==> config.mk <==
export PLATFORM = sky130hd
export DESIGN_NAME = rlud_reproj
export DESIGN_NICKNAME = d
export VERILOG_FILES = /design/src/rtl/rlud_pkg.sv /design/src/rtl/rlud_reproj.sv
export SDC_FILE = /design/constraint.sdc
export NUM_CORES = 1
export LEC_CHECK = 0
export BUFFER_PORTS_ARGS = -buffer_cell sky130_fd_sc_hd__buf_2
export CORE_ASPECT_RATIO = 1.4
export CORE_UTILIZATION = 45
export CTS_BUF_LIST = sky130_fd_sc_hd__clkbuf_2 sky130_fd_sc_hd__clkbuf_4 sky130_fd_sc_hd__clkbuf_8
export CTS_CLUSTER_DIAMETER = 60
export DETAILED_ROUTE_END_ITERATION = 6
export PLACE_DENSITY = 0.61
export SLEW_MARGIN = 20
export SYNTH_ARGS = -nofsm -noshare
export SYNTH_HDL_FRONTEND = slang
export SYNTH_SLANG_ARGS = --single-unit
==> constraint.sdc <==
create_clock -name clk -period 9.4 [get_ports clk]
set_input_delay 1.88 -clock clk [delete_from_list [all_inputs] [get_ports clk]]
set_output_delay 1.88 -clock clk [all_outputs]
set_load 0.02 [all_outputs]
==> src/rtl/rlud_pkg.sv <==
// shared types, register codes, sizes and fixed-point helpers for the
// lens undistortion remap block; no dependencies
package rlud_pkg;

  // image size for the bounds test
  localparam int IMG_WIDTH  = 752;
  localparam int IMG_HEIGHT = 480;

  // configuration port
  localparam int CFG_INDEX_W = 4;
  localparam logic [CFG_INDEX_W-1:0] REG_K1 = 4'd0;
  localparam logic [CFG_INDEX_W-1:0] REG_K2 = 4'd1;
  localparam logic [CFG_INDEX_W-1:0] REG_P1 = 4'd2;
  localparam logic [CFG_INDEX_W-1:0] REG_P2 = 4'd3;
  localparam logic [CFG_INDEX_W-1:0] REG_FX = 4'd4;
  localparam logic [CFG_INDEX_W-1:0] REG_FY = 4'd5;
  localparam logic [CFG_INDEX_W-1:0] REG_CX = 4'd6;
  localparam logic [CFG_INDEX_W-1:0] REG_CY = 4'd7;

  // reset values of the registers
  localparam logic [31:0] K1_RESET = 32'hFFB7_7291;
  localparam logic [31:0] K2_RESET = 32'd1240827;
  localparam logic [31:0] P1_RESET = 32'd3248;
  localparam logic [31:0] P2_RESET = 32'd296;
  localparam logic [15:0] FX_RESET = 16'd7338;
  localparam logic [15:0] FY_RESET = 16'd7317;
  localparam logic [15:0] CX_RESET = 16'd5875;
  localparam logic [15:0] CY_RESET = 16'd3974;

  // normalizing divider: 44 quotient bits, 4 per stage
  localparam int DIV_WIDTH          = 44;
  localparam int DIV_BITS_PER_STAGE = 4;
  localparam int DIV_STAGES         = DIV_WIDTH / DIV_BITS_PER_STAGE;
  // abs register, iteration stages, saturation register
  localparam int DIV_LATENCY        = DIV_STAGES + 2;
  // distortion stages p1..p7, reprojection r1..r2, output register
  localparam int LATENCY            = DIV_LATENCY + 7 + 3;

  localparam logic signed [31:0] Q_ONE = 32'sh0100_0000;

  typedef struct packed {
    logic [11:0] dst_col;
    logic [11:0] dst_row;
  } cmd_t;

  typedef struct packed {
    logic signed [15:0] src_col;
    logic signed [15:0] src_row;
    logic               in_bounds;
  } result_t;

  // saturating Q7.24 add
  function automatic logic signed [31:0] qadd(input logic signed [31:0] a,
                                              input logic signed [31:0] b);
    logic signed [32:0] s;
    s = 33'(a) + 33'(b);
    if (s > 33'sh0_7FFF_FFFF) begin
      return 32'sh7FFF_FFFF;
    end else if (s < -33'sh0_8000_0000) begin
      return 32'sh8000_0000;
    end
    return s[31:0];
  endfunction

  // Q7.24 product, truncated toward zero, saturated
  function automatic logic signed [31:0] qmul(input logic signed [31:0] a,
                                              input logic signed [31:0] b);
    logic signed [63:0] p;
    logic signed [63:0] pa;
    logic signed [39:0] t;
    p  = a * b;
    pa = p + ((p < 0) ? 64'sd16777215 : 64'sd0);
    t  = 40'(pa >>> 24);
    if (t > 40'sh00_7FFF_FFFF) begin
      return 32'sh7FFF_FFFF;
    end else if (t < -40'sh00_8000_0000) begin
      return 32'sh8000_0000;
    end
    return t[31:0];
  endfunction

endpackage

==> src/rtl/rlud_reproj.sv <==
// reprojection of a distorted Q7.24 coordinate to pixels:
// (f*d + (c << 24)) >> 28 toward zero, saturated to 16 bits; depends on rlud_pkg
module rlud_reproj import rlud_pkg::*; (
  input  logic               clk,
  input  logic               rst,
  input  logic               in_valid,
  input  logic signed [31:0] d,
  input  logic [15:0]        focal,
  input  logic [15:0]        center,
  output logic               out_valid,
  output logic signed [15:0] coord
);

  logic               v1;
  logic signed [48:0] prod;
  logic signed [49:0] sum;
  logic signed [49:0] sum_adj;
  logic signed [21:0] shifted;
  logic signed [15:0] coord_next;

  // stage one: focal times coordinate
  always_ff @(posedge clk) begin
    if (rst) begin
      v1 <= 1'b0;
    end else begin
      v1 <= in_valid;
    end
    prod <= $signed({1'b0, focal}) * d;
  end

  // stage two: add center, shift toward zero, saturate
  always_comb begin
    sum     = 50'(prod) + $signed({10'd0, center, 24'd0});
    sum_adj = sum + ((sum < 0) ? 50'sd268435455 : 50'sd0);
    shifted = 22'(sum_adj >>> 28);
    if (shifted > 22'sd32767) begin
      coord_next = 16'sh7FFF;
    end else if (shifted < -22'sd32768) begin
      coord_next = 16'sh8000;
    end else begin
      coord_next = shifted[15:0];
    end
  end

  always_ff @(posedge clk) begin
    if (rst) begin
      out_valid <= 1'b0;
    end else begin
      out_valid <= v1;
    end
    coord <= coord_next;
  end

endmodule
==> results.txt <==
* Slowest stage cell on the critical path: sky130_fd_sc_hd__fa_1
- Each instance of the synthesized netlist takes up on average 8.73 sq um.
* Number of buffers inserted to repair setup after CTS: 0
* Detailed placement HPWL: 46.0 mm
* Number of top-level pins: 84
* Starting utilization of the core area: 0.457
- After clock tree synthesis, the clock-pin slew on the worst setup and hold paths is 0.08 ns.
- The total overflow left after global routing is 0.
* Number of max-capacitance violations reported: 0
* Clock Root Buffer: sky130_fd_sc_hd__clkbuf_8
* Number of global-route vias before repair: 18505
- Setup total negative slack on the finished layout was measured at 0 ns.
- Synth Cell Area: 0.0215 sq mm
- Number of vias per cell: 5.27
* Maximum number of pins on one net before global-route repair: 33
- Counting every net in the synthesized netlist gives 3182.
- The first routing iteration left 629 violations.
- Arr. time, crit path: 8.87 ns
- Wire length of the first global-routing pass: 91.6 mm
- Post-CTS repair changed the size of 0 cells.
- Number of failing setup endpoints in the final timing report: 0
- Pins over their slew limit: 0
* Ordered list of cells on the worst path: buf_2 > nand2_1 > fa_1 > inv_1 > fa_1 > inv_1 > fa_1 > inv_1 > fa_1 > fa_1 > fa_1 > ha_1 > a21oi_1 > o211ai_1 > a221oi_1 > o21ai_0 > o311ai_1 > o211ai_1 > a31oi_2 > o21a_1 > o21ai_1 > a21oi_1 > xnor2_1
- Nets@finish: 3186
* Number of register bits inferred by synthesis: 67
* Number of remaining DRC errors: 0
- Number of synthesized flops with an enable pin: 0
- Detailed-router iteration count before antenna repair: 5
- Main area contributors after synthesis: sky130_fd_sc_hd__fa_1 46%, sky130_fd_sc_hd__inv_1 10%, sky130_fd_sc_hd__ha_1 9.3%, sky130_fd_sc_hd__nand2_1 7.1%, sky130_fd_sc_hd__dfxtp_1 6.2%
- Leading cell type by number of instances after synthesis: sky130_fd_sc_hd__inv_1
- For the final database, setup skew stands at 0.0147 ns.
- Top cell type's share of synthesized area: 0.456
* Post-layout minimum cycle time: 8.59 ns
- From synthesis to final layout, the design area changed by 5.05%.
* Most common library cells after synthesis: 584 x sky130_fd_sc_hd__inv_1, 490 x sky130_fd_sc_hd__fa_1, 405 x sky130_fd_sc_hd__nand2_1
* Most area-hungry cell type in the Yosys netlist: sky130_fd_sc_hd__fa_1
- Data on the critical path is required at its endpoint by 9.69 ns.
- The initialized floorplan defines 94 standard-cell rows.
- Across every metal layer, demand over resource in global routing totals 0.240.
- Distinct cells, synth: 74
- The die is 187 microns wide.
* Total via count after detailed routing: 16345
- Total of fill cells in the finished design: 4586
- Initial antenna violation count: 3
- For the worst-skew pair, the clock arrives at the later sink with an insertion delay of 0.36 ns.
- Total number of clock tree sinks: 67
- Port Buffer Count: 83
* Count of yosys warnings during synthesis: 0
- For this run, the register share of the synthesized area comes to 0.0623.
* Max Fclk: 116 MHz
* Tightest Pin Transition: 1.01 ns
- Post-detailed-route wirelength per cell: 17.8 microns
- Post-synth ARST share: 0
- Post-route fraction of the period consumed by the critical path: 0.913
- The H-tree generated during clock tree synthesis spans 3 levels.
- By startpoint and endpoint, the worst setup path is classified as in2reg.
- Total CTS buffers: 9
- Cell repeated most along the worst path: sky130_fd_sc_hd__fa_1
- For this design, the CTS-stage hold fixing added 0 buffers.
* Core Footprint: 0.0470 sq mm
- Setup crit end kind: flip-flop
- Delay of the slowest critical-path stage: 0.57 ns
* Die boundary height: 261 microns
* Clock tree from TritonCTS: yes
- Number of buffers between clock root and the deepest sink: 2
* Die ar.: 0.0487 sq mm
- Routability-driven placement finished with a final weighted congestion of 0.885.
- Among all flip-flop cells after synthesis, the most frequent one is sky130_fd_sc_hd__dfxtp_1.
* Critical path startpoint category: input port
- Wires add up to 55.2 mm.
- Largest fanout on the critical path: 32
- Worst Hold Class: reg2reg
- The count of nets left with antenna violations once routing finished came out at 0.
- Setup repair after global routing left no endpoint under its margin.
- Post-synthesis instance total: 2465
- Fraction of layout cells with a size suffix above 1: 0.0505
* Number of hold violations in the final report: 0
* Relative slew slack: 0.329
* Outcome: complete, no violations
[layout by cell type (no fill, tap or decap), drive strengths merged, types with 9 or more instances in the layout]
cell | netlist | layout
o21ai | 52 | 52
nand2b | 13 | 13
xnor2 | 51 | 51
nor2 | 60 | 60
nand2 | 405 | 405
a21o | 30 | 30
nand4 | 14 | 14
dfxtp | 67 | 67
o21a | 13 | 13
and2 | 165 | 165
inv | 585 | 585
ha | 160 | 160
o31ai | 9 | 9
nor3 | 18 | 18
clkbuf | 87 | 12
xor2 | 22 | 22
nand3 | 27 | 27
o211ai | 9 | 9
a21oi | 73 | 73
fa | 490 | 490
a211oi | 14 | 14
buf | 8 | 88
a31oi | 10 | 10
[area by class of cell]
type                    count  area [sq um]  share of cell area
diodes                      3          7.51            0.000332
clock buffers              12           146             0.00648
clock inverters             4          75.1             0.00332
inverters                 585          2200              0.0972
multi-input cells        1718         17600               0.779
flip-flops and latches     67          1340              0.0593
well taps                 624           781              0.0345
repair buffers             88           453              0.0200
[cells by family (layout without fill, tap and decap cells)]
| logic type | after synthesis | count (layout) | share of synthesized area |
|---|---|---|---|
| simple gates | 738 | 738 | 0.160 |
| other cells | 0 | 3 | 0 |
| mux | 2 | 2 | 0.000931 |
| buf+inv | 680 | 689 | 0.120 |
| xor+xnor | 73 | 73 | 0.0301 |
| fa+ha+maj | 650 | 650 | 0.549 |
| compound gates | 255 | 255 | 0.0778 |
| flops | 67 | 67 | 0.0623 |
[registers in the layout, indices dropped and copies added (netlist names)]
| name | cells |
|---|---|
| coord | 16 |
| out_valid | 1 |
| prod | 49 |
| v1 | 1 |
[metal layers]
layer,part of all wire,global-route usage,up-vias
met5,0,0,-
met4,0.063,0.139,0
met3,0.031,0.0207,163
met2,0.56,0.485,385
met1,0.34,0.235,8417
li1,-,-,7380
[worst paths after layout]
kind	from	endpoint	slack, ns	cells past startpoint
hold reg to reg	v1$_SDFF_PP0_	out_valid$_SDFF_PP0_	0.45	1
setup reg to reg	prod[32]$_DFF_P_	coord[12]$_SDFF_PN1_	3.16	20
setup / recovery	focal[8]	prod[48]$_DFF_P_	0.81	23
hold / removal	v1$_SDFF_PP0_	out_valid$_SDFF_PP0_	0.45	1
[metrics by stage]
stage	hold slack [ns]	setup WS (ns)	cells	util	instance area, sq um
finish	0.448	0.814	3101	0.480	22600
global route	0.470	0.342	3101	0.480	22600
CTS	0.452	0.785	3098	0.480	22600
detailed placement	0.438	0.517	3082	0.476	22400
global placement	0.418	0.518	3082	0.476	22400
floorplan	0.414	1.49	2465	-	21500
[critical path: cells and delay by family]
kind            cells  cell delay (ns)
simple gates        1             0.17
compound gates     10             2.48
xor+xnor            1             0.13
fa+ha+maj           7             3.46
buf+inv             4             0.71
Power is left out: the tool's default activity adds up to more than one toggle a clock period on the data nets, which glitch-free logic cannot reach.
