===== src/rtl/rlud_pkg.sv =====
// shared types, register codes, sizes and fixed-point helpers for the
// lens undistortion remap block; no dependencies
package rlud_pkg;

  // image size for the bounds test
  localparam int IMG_WIDTH  = 752;
  localparam int IMG_HEIGHT = 480;

  // configuration port
  localparam int CFG_INDEX_W = 4;
  localparam logic [CFG_INDEX_W-1:0] REG_K1 = 4'd0;
  localparam logic [CFG_INDEX_W-1:0] REG_K2 = 4'd1;
  localparam logic [CFG_INDEX_W-1:0] REG_P1 = 4'd2;
  localparam logic [CFG_INDEX_W-1:0] REG_P2 = 4'd3;
  localparam logic [CFG_INDEX_W-1:0] REG_FX = 4'd4;
  localparam logic [CFG_INDEX_W-1:0] REG_FY = 4'd5;
  localparam logic [CFG_INDEX_W-1:0] REG_CX = 4'd6;
  localparam logic [CFG_INDEX_W-1:0] REG_CY = 4'd7;

  // reset values of the registers
  localparam logic [31:0] K1_RESET = 32'hFFB7_7291;
  localparam logic [31:0] K2_RESET = 32'd1240827;
  localparam logic [31:0] P1_RESET = 32'd3248;
  localparam logic [31:0] P2_RESET = 32'd296;
  localparam logic [15:0] FX_RESET = 16'd7338;
  localparam logic [15:0] FY_RESET = 16'd7317;
  localparam logic [15:0] CX_RESET = 16'd5875;
  localparam logic [15:0] CY_RESET = 16'd3974;

  // normalizing divider: 44 quotient bits, 4 per stage
  localparam int DIV_WIDTH          = 44;
  localparam int DIV_BITS_PER_STAGE = 4;
  localparam int DIV_STAGES         = DIV_WIDTH / DIV_BITS_PER_STAGE;
  // abs register, iteration stages, saturation register
  localparam int DIV_LATENCY        = DIV_STAGES + 2;
  // distortion stages p1..p7, reprojection r1..r2, output register
  localparam int LATENCY            = DIV_LATENCY + 7 + 3;

  localparam logic signed [31:0] Q_ONE = 32'sh0100_0000;

  typedef struct packed {
    logic [11:0] dst_col;
    logic [11:0] dst_row;
  } cmd_t;

  typedef struct packed {
    logic signed [15:0] src_col;
    logic signed [15:0] src_row;
    logic               in_bounds;
  } result_t;

  // saturating Q7.24 add
  function automatic logic signed [31:0] qadd(input logic signed [31:0] a,
                                              input logic signed [31:0] b);
    logic signed [32:0] s;
    s = 33'(a) + 33'(b);
    if (s > 33'sh0_7FFF_FFFF) begin
      return 32'sh7FFF_FFFF;
    end else if (s < -33'sh0_8000_0000) begin
      return 32'sh8000_0000;
    end
    return s[31:0];
  endfunction

  // Q7.24 product, truncated toward zero, saturated
  function automatic logic signed [31:0] qmul(input logic signed [31:0] a,
                                              input logic signed [31:0] b);
    logic signed [63:0] p;
    logic signed [63:0] pa;
    logic signed [39:0] t;
    p  = a * b;
    pa = p + ((p < 0) ? 64'sd16777215 : 64'sd0);
    t  = 40'(pa >>> 24);
    if (t > 40'sh00_7FFF_FFFF) begin
      return 32'sh7FFF_FFFF;
    end else if (t < -40'sh00_8000_0000) begin
      return 32'sh8000_0000;
    end
    return t[31:0];
  endfunction

endpackage


===== src/rtl/rlud_div.sv =====
// pipelined normalizing divider: (pix*16 - center) * 2^24 / focal, Q7.24
// truncated toward zero and saturated; depends on rlud_pkg
module rlud_div import rlud_pkg::*; (
  input  logic               clk,
  input  logic               rst,
  input  logic               in_valid,
  input  logic [11:0]        pix,
  input  logic [15:0]        center,
  input  logic [15:0]        focal,
  output logic               out_valid,
  output logic signed [31:0] q
);

  logic                 v   [0:DIV_STAGES];
  logic                 neg [0:DIV_STAGES];
  logic [15:0]          rem [0:DIV_STAGES];
  logic [DIV_WIDTH-1:0] dvd [0:DIV_STAGES];
  logic [DIV_WIDTH-1:0] quo [0:DIV_STAGES];
  logic signed [17:0]   num;
  logic [16:0]          mag;

  // signed numerator and its magnitude
  always_comb begin
    num = $signed({2'b00, pix, 4'b0000}) - $signed({2'b00, center});
    mag = num[17] ? 17'(-num) : num[16:0];
  end

  always_ff @(posedge clk) begin
    if (rst) begin
      v[0] <= 1'b0;
    end else begin
      v[0] <= in_valid;
    end
    neg[0] <= num[17];
    rem[0] <= '0;
    dvd[0] <= {3'b000, mag, 24'd0};
    quo[0] <= '0;
  end

  // restoring division, DIV_BITS_PER_STAGE (4) quotient bits per stage
  for (genvar g = 0; g < DIV_STAGES; g++) begin : g_stage
    logic [15:0]          rem_next;
    logic [DIV_WIDTH-1:0] dvd_next;
    logic [DIV_WIDTH-1:0] quo_next;

    always_comb begin
      logic [16:0] t;
      rem_next = rem[g];
      dvd_next = dvd[g];
      quo_next = quo[g];
      for (int i = 0; i < DIV_BITS_PER_STAGE; i++) begin
        t        = {rem_next, dvd_next[DIV_WIDTH-1]};
        dvd_next = {dvd_next[DIV_WIDTH-2:0], 1'b0};
        if (t >= {1'b0, focal}) begin
          rem_next = 16'(t - {1'b0, focal});
          quo_next = {quo_next[DIV_WIDTH-2:0], 1'b1};
        end else begin
          rem_next = t[15:0];
          quo_next = {quo_next[DIV_WIDTH-2:0], 1'b0};
        end
      end
    end

    always_ff @(posedge clk) begin
      if (rst) begin
        v[g+1] <= 1'b0;
      end else begin
        v[g+1] <= v[g];
      end
      neg[g+1] <= neg[g];
      rem[g+1] <= rem_next;
      dvd[g+1] <= dvd_next;
      quo[g+1] <= quo_next;
    end
  end

  // sign and saturation to Q7.24
  logic [DIV_WIDTH-1:0] qf;
  logic signed [31:0]   q_next;
  always_comb begin
    qf = quo[DIV_STAGES];
    if (!neg[DIV_STAGES]) begin
      q_next = (|qf[DIV_WIDTH-1:31]) ? 32'sh7FFF_FFFF : $signed(qf[31:0]);
    end else if ((|qf[DIV_WIDTH-1:32]) || (qf[31] && (|qf[30:0]))) begin
      q_next = 32'sh8000_0000;
    end else begin
      q_next = -$signed(qf[31:0]);
    end
  end

  always_ff @(posedge clk) begin
    if (rst) begin
      out_valid <= 1'b0;
    end else begin
      out_valid <= v[DIV_STAGES];
    end
    q <= q_next;
  end

endmodule


===== config.mk =====
export PLATFORM = sky130hd
export DESIGN_NAME = rlud_div
export DESIGN_NICKNAME = d
export VERILOG_FILES = /design/src/rtl/rlud_pkg.sv /design/src/rtl/rlud_div.sv
export SDC_FILE = /design/constraint.sdc
export NUM_CORES = 2
export LEC_CHECK = 0
export ABC_CLOCK_PERIOD_IN_PS = 18700
export BUFFER_PORTS_ARGS = -buffer_cell sky130_fd_sc_hd__buf_2
export CORE_UTILIZATION = 50
export DETAILED_ROUTE_END_ITERATION = 16
export GPL_TIMING_DRIVEN = 0
export PLACE_DENSITY = 0.76
export SLEW_MARGIN = 20
export SYNTH_ARGS = -nofsm -noshare
export SYNTH_HDL_FRONTEND = slang
export SYNTH_SLANG_ARGS = --single-unit

===== constraint.sdc =====
create_clock -name clk -period 18.7 [get_ports clk]
set_clock_uncertainty 0.2 [all_clocks]
set_input_delay 3.74 -clock clk [delete_from_list [all_inputs] [get_ports clk]]
set_output_delay 3.74 -clock clk [all_outputs]
set_load 0.005 [all_outputs]

==> results.md <==
- Status: finished, final reports clean
- Storage cell area: approximately 11,000 um^2
- Post-Synthesis Cells: 6,058
- R2R Path End: rem[5][0]
- Hold depth: 0
- Area contributors post-synth: dfxtp_1 21%, ha_1 17%, mux2_2 6.3%, xnor2_1 5.6%, a21oi_1 4.7%
- Antenna violations before repair: 1
- Number of synthesized flops with an enable pin: 0
- Drt drc: 0
- Worst-Margin Slew: between 1 and 1.5 ns
- Critical path arrival: between 15 and 20 ns
- DR vias/cell: 6.16
- Final net count: between 6k and 7k
- Seq/Total Area, Yosys: 0.215
- CP max stage cell: buf_2
- Post-DP HPWL: 106,000 um
- Area delta synth->final: 9.15%
- Worst Hold Endpoint: quo[2][7]
- Layout fillers: roughly 8.9k
- Ant. Diodes: 0
- WL met3: slightly below 9000 um
- Reg2Reg Depth: 47
- Vias in the first global route: approximately 44k
- H-Tree Depth: 2
- Initial drt markers: 3,875
- Sum of routed wire segments on met1: 62,100 um
- Critical Path End Type: register
- Async set-or-reset flop fraction in the synthesized netlist: 0
- Core area: about 100,000 um^2
- Count leader, synth: ha_1
- RSZ-0062 raised after global routing: false
- Slew margin rel.: 0.258
- Clock tree buffer depth: 3
- Mapped Avg Cell Area: 8.29 um^2
- Gr usage total: 0.266
- Wire per inst: roughly 19 um
- Top_reg_cell synth: dfxtp_1
- Gr ovfl total: 0
- Fin crit period: roughly 18 ns
- Flop2flop setup slack: roughly 5.6 ns
- Most common cell type on the critical path: ha_1
- CP max stage delay: a little under 0.8 ns
- Maxcap violations: 0
- Fin. Hold Viols: 0
- Dpl cell area: around 53,000 um^2
- I/O Buffers: 78
- Synth top area share: 0.215
- R2R Path Start: rem[4][0]
- # IOs: 80
- CP max FO: 28
- FF+latch count, synth: roughly 540
- CP Data Required Time: between 15 and 20 ns
- Hold buffers post-CTS: 0
- Multi-input gate area: around 38,000 um^2
- Final Slew Violations: 0
- Post-synth cell types: roughly 100
- CTS Root Cell: clkbuf_16
- Layout cells sized above 1: 0.105
- Routed Antenna Nets: 0
- Initial Util: 0.507
- Total wire length: ~140,000 um
- Die Ht: approximately 320 um
- CTS Sinks: approximately 540
- Final setup viols: 0
- HP Start: quo[1][135]
- Warnings, synthesis: 0
- Post-route cell area: 54,800 um^2
- RD Place Congestion: 0.946
- Setup Fix Bufs, Post-CTS: 0
- Vias after detailed routing: 46.5k
- Met2 wire len: between 60,000 and 70,000 um
- Std-Cell Rows: 115
- Crit Path Category: primary input to register
- Startpoint types: primary input
- CTS tree: yes
- Total negative setup slack: 0 ns
- Commonest cells in the netlist: 684 x ha_1, 538 x dfxtp_1, 470 x a21oi_1, 468 x nor2_1, 427 x nand2_1
- Max Clk Rate: ~56 MHz
- Period utilization: 0.947
- Mapped Nets: between 6k and 7k
- Post_cts resized: 0
- Clk pin slew, worst setup/hold paths: 0.06 ns
- Drt first pass iters: 6
- Largest net degree at the start of global routing: 36
- TritonCTS Buffers: 60
- Synthesized area: 50,200 um^2
- Die Wd: 319 um
- HP Class: register to register
- Top cell type by total area after synthesis: dfxtp_1
- DR top layer: met5
- Clk_lat worst skew: ~0.66 ns
- Die area: about 100,000 um^2
- First-pass GRT wire length: approximately 220,000 um
## registers in the layout, summed over array words and instances, names as in the netlist
signal and flops:
dvd 57, neg 12, out_valid 1, q 32, quo 264, rem 160, v 12
## layer usage
| metal | vias up | track usage |
|---|---|---|
| li1 | 22800 | - |
| met1 | 21700 | 0.343 |
| met2 | 1673 | 0.443 |
| met3 | 353 | 0.0326 |
| met4 | 2 | 0.116 |
| met5 | - | 0 |
## cell usage in the layout, fill, tap and decap left out, types with 62 or more instances in the layout
cell       Yosys  layout
o21ai_0      396     396
xor2_1       183     183
nand4_1      102     102
inv_1        250     235
nand3_1      116     116
buf_2         28     106
nor2b_1      101     101
xnor2_1      321     321
mux2_2       282     282
ha_1         684     684
nor3_1       178     178
o21a_1       122     122
dfxtp_1      538     538
nor2_1       468     468
nand2_1      427     427
nand2b_1      88      88
a21oi_1      470     470
clkbuf_16      0      62
a21o_1       191     191
## worst max-delay path, delay by kind of cell
kind                       cells  cell delay [ns]
muxes                          1             0.42
buffers and inverters         11             4.26
AOI/OAI and AO/OA             19             5.84
and+or+nand+nor               12             2.34
adders and majority gates      4             1.31
## cell type report
type | count | share of cell area
Multi-Input combinational cell | 5136 | 0.691
Clock buffer | 75 | 0.0310
Clock inverter | 36 | 0.00881
Buffer | 118 | 0.00998
Inverter | 266 | 0.0189
Tap cell | 1287 | 0.0294
Timing Repair Buffer | 94 | 0.0139
Sequential cell | 538 | 0.197
## kinds of logic (layout without fill, tap and decap cells)
kind of cell	count (synthesis)	count (layout)	share of synthesized area
DFF	538	538	0.215
and+or+nand+nor	1790	1790	0.175
xor gates and xnor gates	504	504	0.0879
muxes	357	357	0.0799
buffers and inverters	384	589	0.0308
adders and majority gates	707	707	0.180
AOI/OAI and AO/OA	1778	1778	0.232
## metrics by stage
step | hold slack, ns | std cells | worst slack, ns | util
floorplan | 0.110 | 6058 | 3.15 | -
global placement | 0.110 | 7423 | -0.798 | 0.527
detailed placement | 0.112 | 7439 | 0.647 | 0.532
CTS | 0.120 | 7550 | 1.26 | 0.554
global route | 0.128 | 7550 | 0.0640 | 0.554
finish | 0.120 | 7550 | 0.987 | 0.554
## worst max path at each step
stage | startpoint | end | slack [ns] | cells after the start
global placement | focal[1] | rem[5][0] | -0.80 | 49
global route | focal[1] | rem[5][0] | 0.06 | 52
finish | focal[0] | rem[6][11] | 0.99 | 47
CTS | focal[0] | rem[6][2] | 1.26 | 47
detailed placement | focal[0] | rem[6][2] | 0.65 | 47
floorplan | focal[1] | rem[5][15] | 3.15 | 50
Power is left out: the tool's default activity adds up to more than one toggle a clock period on the data nets, which glitch-free logic cannot reach.
